==> src/rtl/wdec_pkg.sv <==
`default_nettype none

package wdec_pkg;

    localparam int BUFFER_DEPTH = 300;
    localparam int TIMER_BITS   = 14;

    localparam int COUNT_W   = 16;
    localparam int PULSE_W   = COUNT_W - 1;
    localparam int SLOT_W    = $clog2(BUFFER_DEPTH + 1);
    localparam int ADDR_W    = (BUFFER_DEPTH > 1) ? $clog2(BUFFER_DEPTH) : 1;
    localparam int SLOT_NUM_W = 9;

    localparam logic [TIMER_BITS-1:0] WINDOW_RESET = TIMER_BITS'(14'h249F);
    localparam logic [COUNT_W-1:0]    COUNT_MAX    = {COUNT_W{1'b1}};
    localparam logic [SLOT_W-1:0]     SLOT_LAST    = SLOT_W'(BUFFER_DEPTH);

    // one closed window waiting for the store read-back
    typedef struct packed {
        logic              valid;
        logic [SLOT_W-1:0] slot;
        logic [COUNT_W-1:0] rain;
        logic              full;
    } wdec_rec_t;

    // write port into the pulse store
    typedef struct packed {
        logic              en;
        logic [ADDR_W-1:0] addr;
        logic [PULSE_W-1:0] data;
    } wdec_wr_t;

    function automatic logic [COUNT_W-1:0] sat_inc(input logic [COUNT_W-1:0] v);
        sat_inc = (v == COUNT_MAX) ? COUNT_MAX : v + COUNT_W'(1);
    endfunction

endpackage

`default_nettype wire

==> src/rtl/wdec_counter.sv <==
`default_nettype none

module wdec_counter
    import wdec_pkg::*;
(
    input  wire logic                  clk,
    input  wire logic                  rst_n,
    input  wire logic                  cfg_we,
    input  wire logic [TIMER_BITS-1:0] cfg_wdata,
    input  wire logic                  in_valid,
    output logic                       in_ready,
    input  wire logic                  wind_level,
    input  wire logic                  rain_level,
    input  wire logic [TIMER_BITS-1:0] time_now,
    input  wire logic                  rec_take,
    output wdec_rec_t                  rec,
    output wdec_wr_t                   wr
);

    logic [TIMER_BITS-1:0] window_ticks_reg;
    logic                  prev_wind_reg,  prev_wind_next;
    logic                  prev_rain_reg,  prev_rain_next;
    logic                  seen_reg,       seen_next;
    logic [COUNT_W-1:0]    wind_cnt_reg,   wind_cnt_next;
    logic [COUNT_W-1:0]    rain_cnt_reg,   rain_cnt_next;
    logic [TIMER_BITS-1:0] start_reg,      start_next;
    logic [SLOT_W-1:0]     slot_reg,       slot_next;
    wdec_rec_t             rec_reg,        rec_next;

    logic                  fire;
    logic                  active;
    logic                  close;
    logic [COUNT_W-1:0]    wind_inc;
    logic [COUNT_W-1:0]    rain_inc;
    logic [TIMER_BITS-1:0] elapsed;

    assign in_ready = !rec_reg.valid || rec_take;
    assign fire     = in_valid && in_ready;
    assign active   = slot_reg < SLOT_LAST;

    assign wind_inc = (wind_level != prev_wind_reg) ? sat_inc(wind_cnt_reg) : wind_cnt_reg;
    assign rain_inc = (rain_level != prev_rain_reg) ? sat_inc(rain_cnt_reg) : rain_cnt_reg;
    // wraps modulo the timer width
    assign elapsed  = time_now - start_reg;
    assign close    = fire && active && seen_reg && (elapsed >= window_ticks_reg);

    always_comb
    begin
        prev_wind_next = prev_wind_reg;
        prev_rain_next = prev_rain_reg;
        seen_next      = seen_reg;
        wind_cnt_next  = wind_cnt_reg;
        rain_cnt_next  = rain_cnt_reg;
        start_next     = start_reg;
        slot_next      = slot_reg;
        if (fire && active)
        begin
            prev_wind_next = wind_level;
            prev_rain_next = rain_level;
            if (!seen_reg)
            begin
                // first item only latches levels and opens the window
                seen_next  = 1'b1;
                start_next = time_now;
            end
            else
            begin
                wind_cnt_next = wind_inc;
                rain_cnt_next = rain_inc;
                if (close)
                begin
                    wind_cnt_next = '0;
                    start_next    = time_now;
                    slot_next     = slot_reg + SLOT_W'(1);
                end
            end
        end
    end

    always_comb
    begin
        rec_next = rec_reg;
        if (rec_take)
        begin
            rec_next.valid = 1'b0;
        end
        if (close)
        begin
            rec_next.valid = 1'b1;
            rec_next.slot  = slot_reg;
            rec_next.rain  = rain_inc;
            rec_next.full  = (slot_reg + SLOT_W'(1)) == SLOT_LAST;
        end
    end

    assign wr.en   = close;
    assign wr.addr = slot_reg[ADDR_W-1:0];
    assign wr.data = wind_inc[COUNT_W-1:1];
    assign rec     = rec_reg;

    always_ff @(posedge clk or negedge rst_n)
    begin
        if (!rst_n)
        begin
            window_ticks_reg <= WINDOW_RESET;
            prev_wind_reg    <= 1'b0;
            prev_rain_reg    <= 1'b0;
            seen_reg         <= 1'b0;
            wind_cnt_reg     <= '0;
            rain_cnt_reg     <= '0;
            start_reg        <= '0;
            slot_reg         <= '0;
            rec_reg          <= '0;
        end
        else
        begin
            if (cfg_we)
            begin
                window_ticks_reg <= cfg_wdata;
            end
            prev_wind_reg <= prev_wind_next;
            prev_rain_reg <= prev_rain_next;
            seen_reg      <= seen_next;
            wind_cnt_reg  <= wind_cnt_next;
            rain_cnt_reg  <= rain_cnt_next;
            start_reg     <= start_next;
            slot_reg      <= slot_next;
            rec_reg       <= rec_next;
        end
    end

    a_slot_bound: assert property (@(posedge clk) disable iff (!rst_n)
        slot_reg <= SLOT_LAST)
        else $error("slot index beyond buffer depth");

    a_rec_hold: assert property (@(posedge clk) disable iff (!rst_n)
        rec_reg.valid && !rec_take |=> rec_reg.valid && $stable(rec_reg.slot))
        else $error("pending record lost or changed");

    a_write_rec: assert property (@(posedge clk) disable iff (!rst_n)
        wr.en |=> rec_reg.valid && (rec_reg.slot == $past(slot_reg)))
        else $error("store write without matching record");

    a_full_last: assert property (@(posedge clk) disable iff (!rst_n)
        rec_reg.valid && rec_reg.full |-> slot_reg == SLOT_LAST)
        else $error("full flag on a record that is not the last");

endmodule

`default_nettype wire

==> src/rtl/wdec_store.sv <==
`default_nettype none

module wdec_store
    import wdec_pkg::*;
(
    input  wire logic                   clk,
    input  wire logic                   rst_n,
    input  wire wdec_wr_t               wr,
    input  wire wdec_rec_t              rec,
    output logic                        rec_take,
    output logic                        out_valid,
    input  wire logic                   out_ready,
    output logic [SLOT_NUM_W-1:0]       slot_number,
    output logic [PULSE_W-1:0]          wind_pulses,
    output logic [COUNT_W-1:0]          rain_total,
    output logic                        buffer_full
);

    logic [PULSE_W-1:0]  mem [BUFFER_DEPTH];
    logic [PULSE_W-1:0]  rd_reg;
    logic                out_valid_reg, out_valid_next;
    logic [SLOT_W-1:0]   slot_reg;
    logic [COUNT_W-1:0]  rain_reg;
    logic                full_reg;

    // a record moves on when the output register is free or being emptied
    assign rec_take       = rec.valid && (!out_valid_reg || out_ready);
    assign out_valid_next = rec_take ? 1'b1 : (out_ready ? 1'b0 : out_valid_reg);

    always_ff @(posedge clk)
    begin
        if (wr.en)
        begin
            mem[wr.addr] <= wr.data;
        end
        // entry was written when the record was stored, before it can be taken
        if (rec_take)
        begin
            rd_reg   <= mem[rec.slot[ADDR_W-1:0]];
            slot_reg <= rec.slot;
            rain_reg <= rec.rain;
            full_reg <= rec.full;
        end
    end

    always_ff @(posedge clk or negedge rst_n)
    begin
        if (!rst_n)
        begin
            out_valid_reg <= 1'b0;
        end
        else
        begin
            out_valid_reg <= out_valid_next;
        end
    end

    assign out_valid   = out_valid_reg;
    assign slot_number = SLOT_NUM_W'(slot_reg);
    assign wind_pulses = rd_reg;
    assign rain_total  = rain_reg;
    assign buffer_full = full_reg;

    a_take_free: assert property (@(posedge clk) disable iff (!rst_n)
        rec_take |=> out_valid_reg)
        else $error("record taken but output not loaded");

    a_no_write_read_clash: assert property (@(posedge clk) disable iff (!rst_n)
        rec_take && wr.en |-> wr.addr != rec.slot[ADDR_W-1:0])
        else $error("store read and write hit the same slot");

    a_out_hold: assert property (@(posedge clk) disable iff (!rst_n)
        out_valid_reg && !out_ready |=> $stable(slot_reg) && $stable(rd_reg))
        else $error("stalled record changed");

endmodule

`default_nettype wire

==> src/rtl/windowed_dual_edge_counter.sv <==
`default_nettype none

// Counts level changes on the wind and rain pins, one sample item per clock
// while in_ready is high. The first item after reset only latches both levels
// and opens the first window. When time_now has moved on by window_ticks or
// more (modulo the 14-bit timer) the window closes: half the wind count goes
// into the next slot of a 300-entry store and one record leaves with the slot,
// that value read back from the store, the saturating rain total and a full
// flag on the last slot. A record is held in the record stage and is loaded
// into the output register together with the store read once that register
// is free or being emptied. An item is taken every cycle while out_ready is
// high; a record held by a stalled output blocks new items only once the
// record stage is also occupied. After the last slot is filled every item
// taken is ignored. The store needs no clearing after reset. window_ticks
// resets to 9375 and is written through cfg_we/cfg_wdata; the user must do
// so only while the block is idle, as the block does not enforce it.

module windowed_dual_edge_counter
    import wdec_pkg::*;
(
    input  wire logic                  clk,
    input  wire logic                  rst_n,
    input  wire logic                  cfg_we,
    input  wire logic [TIMER_BITS-1:0] cfg_wdata,
    input  wire logic                  in_valid,
    output logic                       in_ready,
    input  wire logic                  wind_level,
    input  wire logic                  rain_level,
    input  wire logic [TIMER_BITS-1:0] time_now,
    output logic                       out_valid,
    input  wire logic                  out_ready,
    output logic [SLOT_NUM_W-1:0]      slot_number,
    output logic [PULSE_W-1:0]         wind_pulses,
    output logic [COUNT_W-1:0]         rain_total,
    output logic                       buffer_full
);

    wdec_rec_t rec;
    wdec_wr_t  wr;
    logic      rec_take;

    wdec_counter u_counter (
        .clk        (clk),
        .rst_n      (rst_n),
        .cfg_we     (cfg_we),
        .cfg_wdata  (cfg_wdata),
        .in_valid   (in_valid),
        .in_ready   (in_ready),
        .wind_level (wind_level),
        .rain_level (rain_level),
        .time_now   (time_now),
        .rec_take   (rec_take),
        .rec        (rec),
        .wr         (wr)
    );

    wdec_store u_store (
        .clk         (clk),
        .rst_n       (rst_n),
        .wr          (wr),
        .rec         (rec),
        .rec_take    (rec_take),
        .out_valid   (out_valid),
        .out_ready   (out_ready),
        .slot_number (slot_number),
        .wind_pulses (wind_pulses),
        .rain_total  (rain_total),
        .buffer_full (buffer_full)
    );

endmodule

`default_nettype wire
==> config.mk <==
export PLATFORM = sky130hd
export DESIGN_NAME = windowed_dual_edge_counter
export DESIGN_NICKNAME = d
export VERILOG_FILES = /design/src/rtl/wdec_pkg.sv /design/src/rtl/wdec_counter.sv /design/src/rtl/wdec_store.sv /design/src/rtl/windowed_dual_edge_counter.sv
export SDC_FILE = /design/constraint.sdc
export NUM_CORES = 2
export LEC_CHECK = 0
export BUFFER_PORTS_ARGS = -buffer_cell sky130_fd_sc_hd__buf_2
export CORE_ASPECT_RATIO = 1.1
export CORE_MARGIN = 1.5
export CORE_UTILIZATION = 30
export DETAILED_ROUTE_END_ITERATION = 10
export SYNTH_ARGS = -nofsm -noshare
export SYNTH_HDL_FRONTEND = slang
export SYNTH_MEMORY_MAX_BITS = 65536
export SYNTH_SLANG_ARGS = --single-unit
==> constraint.sdc <==
create_clock -name clk -period 38.5 [get_ports clk]
set_input_delay 7.7 -clock clk [delete_from_list [all_inputs] [get_ports clk]]
set_output_delay 7.7 -clock clk [all_outputs]
set_load 0.005 [all_outputs]
======== Yosys cells after proc, flatten, opt, wreduce, memory -nomap -nowiden ========
Memories as Yosys holds them, arrays and structs flattened. A register that Yosys moved wholly into a read port is not among the register bits.
Cells that the tools add are included.
storage, ports and cells
  bits in writable memories ............... 4500
  word-level logic and storage cells ...... 59
  memories ................................ 1
  output and inout port bits .............. 43
  input bits .............................. 35
  register bits ........................... 126
operators by class
  reductions and logical operators ........ 16
  order comparisons ....................... 2
  add/subtract/negate cells ............... 4
  mux-type cells .......................... 13
  equal/unequal tests ..................... 6
memory list
  name         depth  width  rd ports  clocked after Yosys merged registers in  wr ports  RTL line          RTL
  u_store.mem  300    15     1         1                                        1         wdec_store.sv:19  logic [PULSE_W-1:0] mem [BUFFER_DEPTH];
operators by type and width
  operator                 count
  $mux W16                 5
  $add A16 B1 Y16 const B  2
  $eq A16 B16 Y1 const B   2
  $mux W14                 2
  $mux W27                 1
  $ge A14 B14 Y1           1
  $sub A14 B14 Y14         1
  $add A9 B1 Y9 const B    1
  $eq A9 B9 Y1 const B     1
  $lt A9 B9 Y1 const B     1
  $reduce_and A3 Y1        2
  $reduce_bool A2 Y1       3
  $logic_and A1 B1 Y1      5
  $mux W1                  5
  $reduce_and A2 Y1        2
  $logic_not A1 Y1         2
  $logic_or A1 B1 Y1       2
  $ne A1 B1 Y1             2
  $ne A2 B2 Y1 const B     1

======== Depth between registers and ports, before layout ========
  depth in word-level cells ............... 10
  gate-level depth with buffers ........... 22
  depth with buffers taken out ............ 20

======== Cells and area by module ========
From an unflattened synthesis, not the netlist that was laid out.
second synthesis, totals
  cell total of the unflattened synthesis .. 8025
  area total of the unflattened synthesis .. 180171.5 µm²
by module, submodules not included
  module        instances  area each (µm²)  cells an instance  sequential area each (µm²)
  wdec_store    1          174240.9         7398               136385.8
  wdec_counter  1          5930.7           627                2487.4

======== Worst setup path after synthesis ========
Ideal clock, no wire load.
  path kind ............................... input -> register
  start point ............................. input wind_level
  end point ............................... memory u_store.mem[0][2] (netlist name) (data pin)
  buffers on the path ..................... 0
  path slack .............................. 15973 ps
  data arrival time ....................... 20000 ps
  required time ........................... 35973 ps
  cell stages on the path ................. 5
  library setup time ...................... 2527 ps
  cell sequence ........................... xor2_1 -> nand3_1 -> nor2_1 -> nor2_1 -> o21ai_0
on the way
  word-level cells in the longest chain between the ends .. 2
RTL lines
  what                       RTL line                          RTL
  start: declaration         windowed_dual_edge_counter.sv:27  input wire logic wind_level,
  $ne A1 B1 Y1               wdec_counter.sv:41                assign wind_inc = (wind_level != prev_wind_reg) ? sat_inc(wind_cnt_reg) : wind_cnt_reg;
  $mux W16                   wdec_counter.sv:41
  net u_counter.wind_inc[3]  wdec_counter.sv:33                logic [COUNT_W-1:0] wind_inc;
  end: declaration           wdec_store.sv:19
The timed path passes the listed nets, and every way through them passes these cells. The select of a mux whose other input is x is not followed.

======== Worst setup path after layout ========
  start point ............................. input out_ready
  end point ............................... output in_ready
on the way
  word-level cells in the longest chain between the ends .. 3
RTL lines
  what                 RTL line                          RTL
  start: declaration   windowed_dual_edge_counter.sv:31  input wire logic out_ready,
  $logic_or A1 B1 Y1   wdec_store.sv:27                  assign rec_take = rec.valid && (!out_valid_reg || out_ready);
  $logic_and A1 B1 Y1  wdec_store.sv:27
  $logic_or A1 B1 Y1   wdec_counter.sv:37                assign in_ready = !rec_reg.valid || rec_take;
  end: declaration     windowed_dual_edge_counter.sv:26  output logic in_ready,
No other way between the ends.

==> flow_summary.json <==
{
  "setup_tns_ns": 0,
  "numCtsBuffers": 464,
  "io_buffers": 77,
  "worst_path_max_delay_cell": "nand3b_1",
  "yosys.area_share.simple_pct": 2.33,
  "fin_area_sq_um": 207000,
  "core_area_sq_um": 598000,
  "synth-edff-count": 4541,
  "syn_area_sq_um": 180000,
  "met2_usage_pct": 25.2,
  "use_met1_pct": 21.4,
  "finalMaxSlewViolations": 0,
  "crit_type": "in -> out",
  "place_area_sq_um": 192000,
  "synth_cell_types": 77,
  "hold_class": "reg -> reg",
  "synth_top_family_by_area": "multiplexers",
  "htree_levels": 5,
  "fmax_mhz": 63.1,
  "utilization_pct": 34.6,
  "layout.nets": 8812,
  "die_width_um": 742,
  "io_pins": 78,
  "finalHoldViolCount": 0,
  "detail_route.wl_per_cell_um": 29.3,
  "cts-root-buf": "clkbuf_16",
  "gr-total-overflow": 0,
  "cts_tree": "done",
  "hp-start": "u_counter.rec[10]",
  "postCtsSetupRepairBufs": 0,
  "rows": 298,
  "busiest_layer": "met2",
  "worst_path_most_repeated_cell": "buf_2",
  "routabilityCongestion": 0.886,
  "max_stage_delay_ns": 0.19,
  "worst_setup_path_start_kind": "primary input",
  "grt_max_degree": 208,
  "layout_common_cells": "edfxtp_1 (4,541), mux4_2 (1,218), clkbuf_16 (471)",
  "startpoint": "out_ready",
  "maxCapViolCount": 0,
  "skew_ns": 0.146,
  "syn_to_final_growth_pct": 14.8,
  "synth_top_area_cell": "edfxtp_1",
  "maxSlewHeadroom_pct": 7.04,
  "synth_warnings": 0,
  "clkSlewWorstSetupHoldPaths_ns": 0.06,
  "cts.sinks": 4641,
  "grt_pass1_vias": 89400,
  "synth_mux_area_share_pct": 16.5,
  "synth_compound_area_share_pct": 2.17,
  "fin_crit_ns": 15.85,
  "required_ns": 30.80,
  "rr_startpoint": "u_counter.rec[17]",
  "end_kind": "output pin",
  "synth_nets": 8309,
  "p_total_w": 0.0129,
  "outcome": "completed",
  "synthAdderAreaFrac_pct": 0.247,
  "mostFrequentLayoutCell": "edfxtp_1",
  "die-area_sq_um": 605000,
  "post_drt_via_cell_ratio": 5.22,
  "synth-seq-cells": 4641,
  "grt_usage_pct": 16.0,
  "clockBufferDepth": 4,
  "ctsHoldBuffers": 0,
  "finalWirelength_mm": 500,
  "worstPathCellList": "buf_2 > nand3b_1 > buf_2",
  "layout-drive-gt1-share_pct": 28.2,
  "drtIter0Drc": 12100,
  "synthXorXnorAreaFrac_pct": 0.204,
  "yosysTopAreaCellShare_pct": 75.7,
  "cp.arrival_ns": 8.15,
  "clock_latency_ns": 1.08,
  "initial_core_util_pct": 30.1,
  "synthTopCellsByArea": "edfxtp_1 (76%), mux4_2 (15%), dfrtp_1 (1.3%)",
  "largest_reg_flops": 4500,
  "drcViolationCount": 0,
  "p_leak_nw": 62.3,
  "antenna_found_initial": 36,
  "synthArstFlopShare_pct": 2.15,
  "grt_pass1_wl_mm": 698,
  "synth_top_flop_cell": "edfxtp_1",
  "synth_cells": 8239,
  "gr-usage-met3_pct": 3.31,
  "syn_avg_cell_area_sq_um": 21.9,
  "path_max_fanout": 3,
  "die_y_um": 816,
  "rsz0062_at_grt": "no",
  "ys_seq_area_share_pct": 77.1,
  "setup_viol": 0,
  "power_density_nw_per_um2": 62.4,
  "peakVddDrop_mv": 0.0643,
  "final_min_period_over_clock_period_pct": 41.2,
  "postRouteAntennaNets": 0,
  "cts_resized": 0,
  "via_count": 89200,
  "tightest_slew_ns": 1.39,
  "dp_hpwl_mm": 314,
  "dr.pass1.iters": 7
}
## final timing paths
check / endpoint / cells after the start / slack (ns)
max: in_ready / 3 / 22.65
min: u_store.rain_total[9] / 0 / 0.44
max reg2reg: u_store.wind_pulses[11] / 11 / 30.13
min reg2reg: u_store.rain_total[9] / 0 / 0.44
max in group asynchronous: u_counter.rec[19] / 2 / 30.35
min in group asynchronous: u_counter.start_reg[3] / 1 / 6.83
## Yosys cell counts, drive strengths merged, types with 13 or more instances
| master | n |
|---|---|
| ha | 34 |
| o21ai | 106 |
| o22ai | 75 |
| nand4 | 21 |
| mux2i | 191 |
| nand2 | 284 |
| a221oi | 13 |
| nor2b | 25 |
| clkbuf | 208 |
| a21oi | 117 |
| dfrtp | 92 |
| buf | 260 |
| xnor2 | 19 |
| xor2 | 23 |
| a31oi | 32 |
| nor2 | 403 |
| or2 | 15 |
| and3 | 21 |
| a21o | 15 |
| o221ai | 40 |
| nand2b | 16 |
| a311oi | 13 |
| a22oi | 43 |
| inv | 43 |
| o211ai | 20 |
| a211oi | 28 |
| nand3 | 90 |
| nor3 | 44 |
| mux4 | 1218 |
| mux2 | 42 |
| edfxtp | 4541 |
| and2 | 24 |
## final cells by class
cell class	instances	area [sq um]
Inverter	46	185
Sequential cell	4641	139000
Tap cell	7950	9950
Antenna cell	19	47.5
Timing Repair Buffer	505	3780
Multi-Input combinational cell	3084	39200
Clock buffer	573	12200
Clock inverter	272	2660
Fill cell	54900	392000
## stage by stage
step / hold WS (ns) / setup slack, ns / instances
floorplan: 0.419 / 15.97 / 8239
global placement: 0.438 / 22.65 / 16200
detailed placement: 0.436 / 22.65 / 16200
CTS: 0.448 / 22.65 / 17100
global route: 0.464 / 22.63 / 17100
finish: 0.439 / 22.65 / 17100
## cell families after synthesis
logic type	count (synthesis)
flip-flops	4641
multiplexers	1451
AND/OR/NAND/NOR	968
AO/OA/AOI/OAI	588
buffers and inverters	514
XOR/XNOR	42
adder cells (fa/ha/maj)	35
## critical path, delay by kind of cell
| kind | cells | cell delay, ns |
|---|---|---|
| simple gates | 1 | 0.19 |
| buf+inv | 2 | 0.26 |
## where the power goes
part           switching [W]  internal, W  total (W)
clock                0.00192      0.00252    0.00444
combinational        0.00179     0.000956    0.00275
sequential         0.0000727      0.00564    0.00571
total                0.00378      0.00912     0.0129
## layer usage
| metal | wire (um) | vias to the layer above |
|---|---|---|
| li1 | - | 35600 |
| met1 | 195000 | 48000 |
| met2 | 234000 | 4712 |
| met3 | 46700 | 897 |
| met4 | 24500 | 12 |
| met5 | 77 | - |
Power figures use the tool's default switching activity.
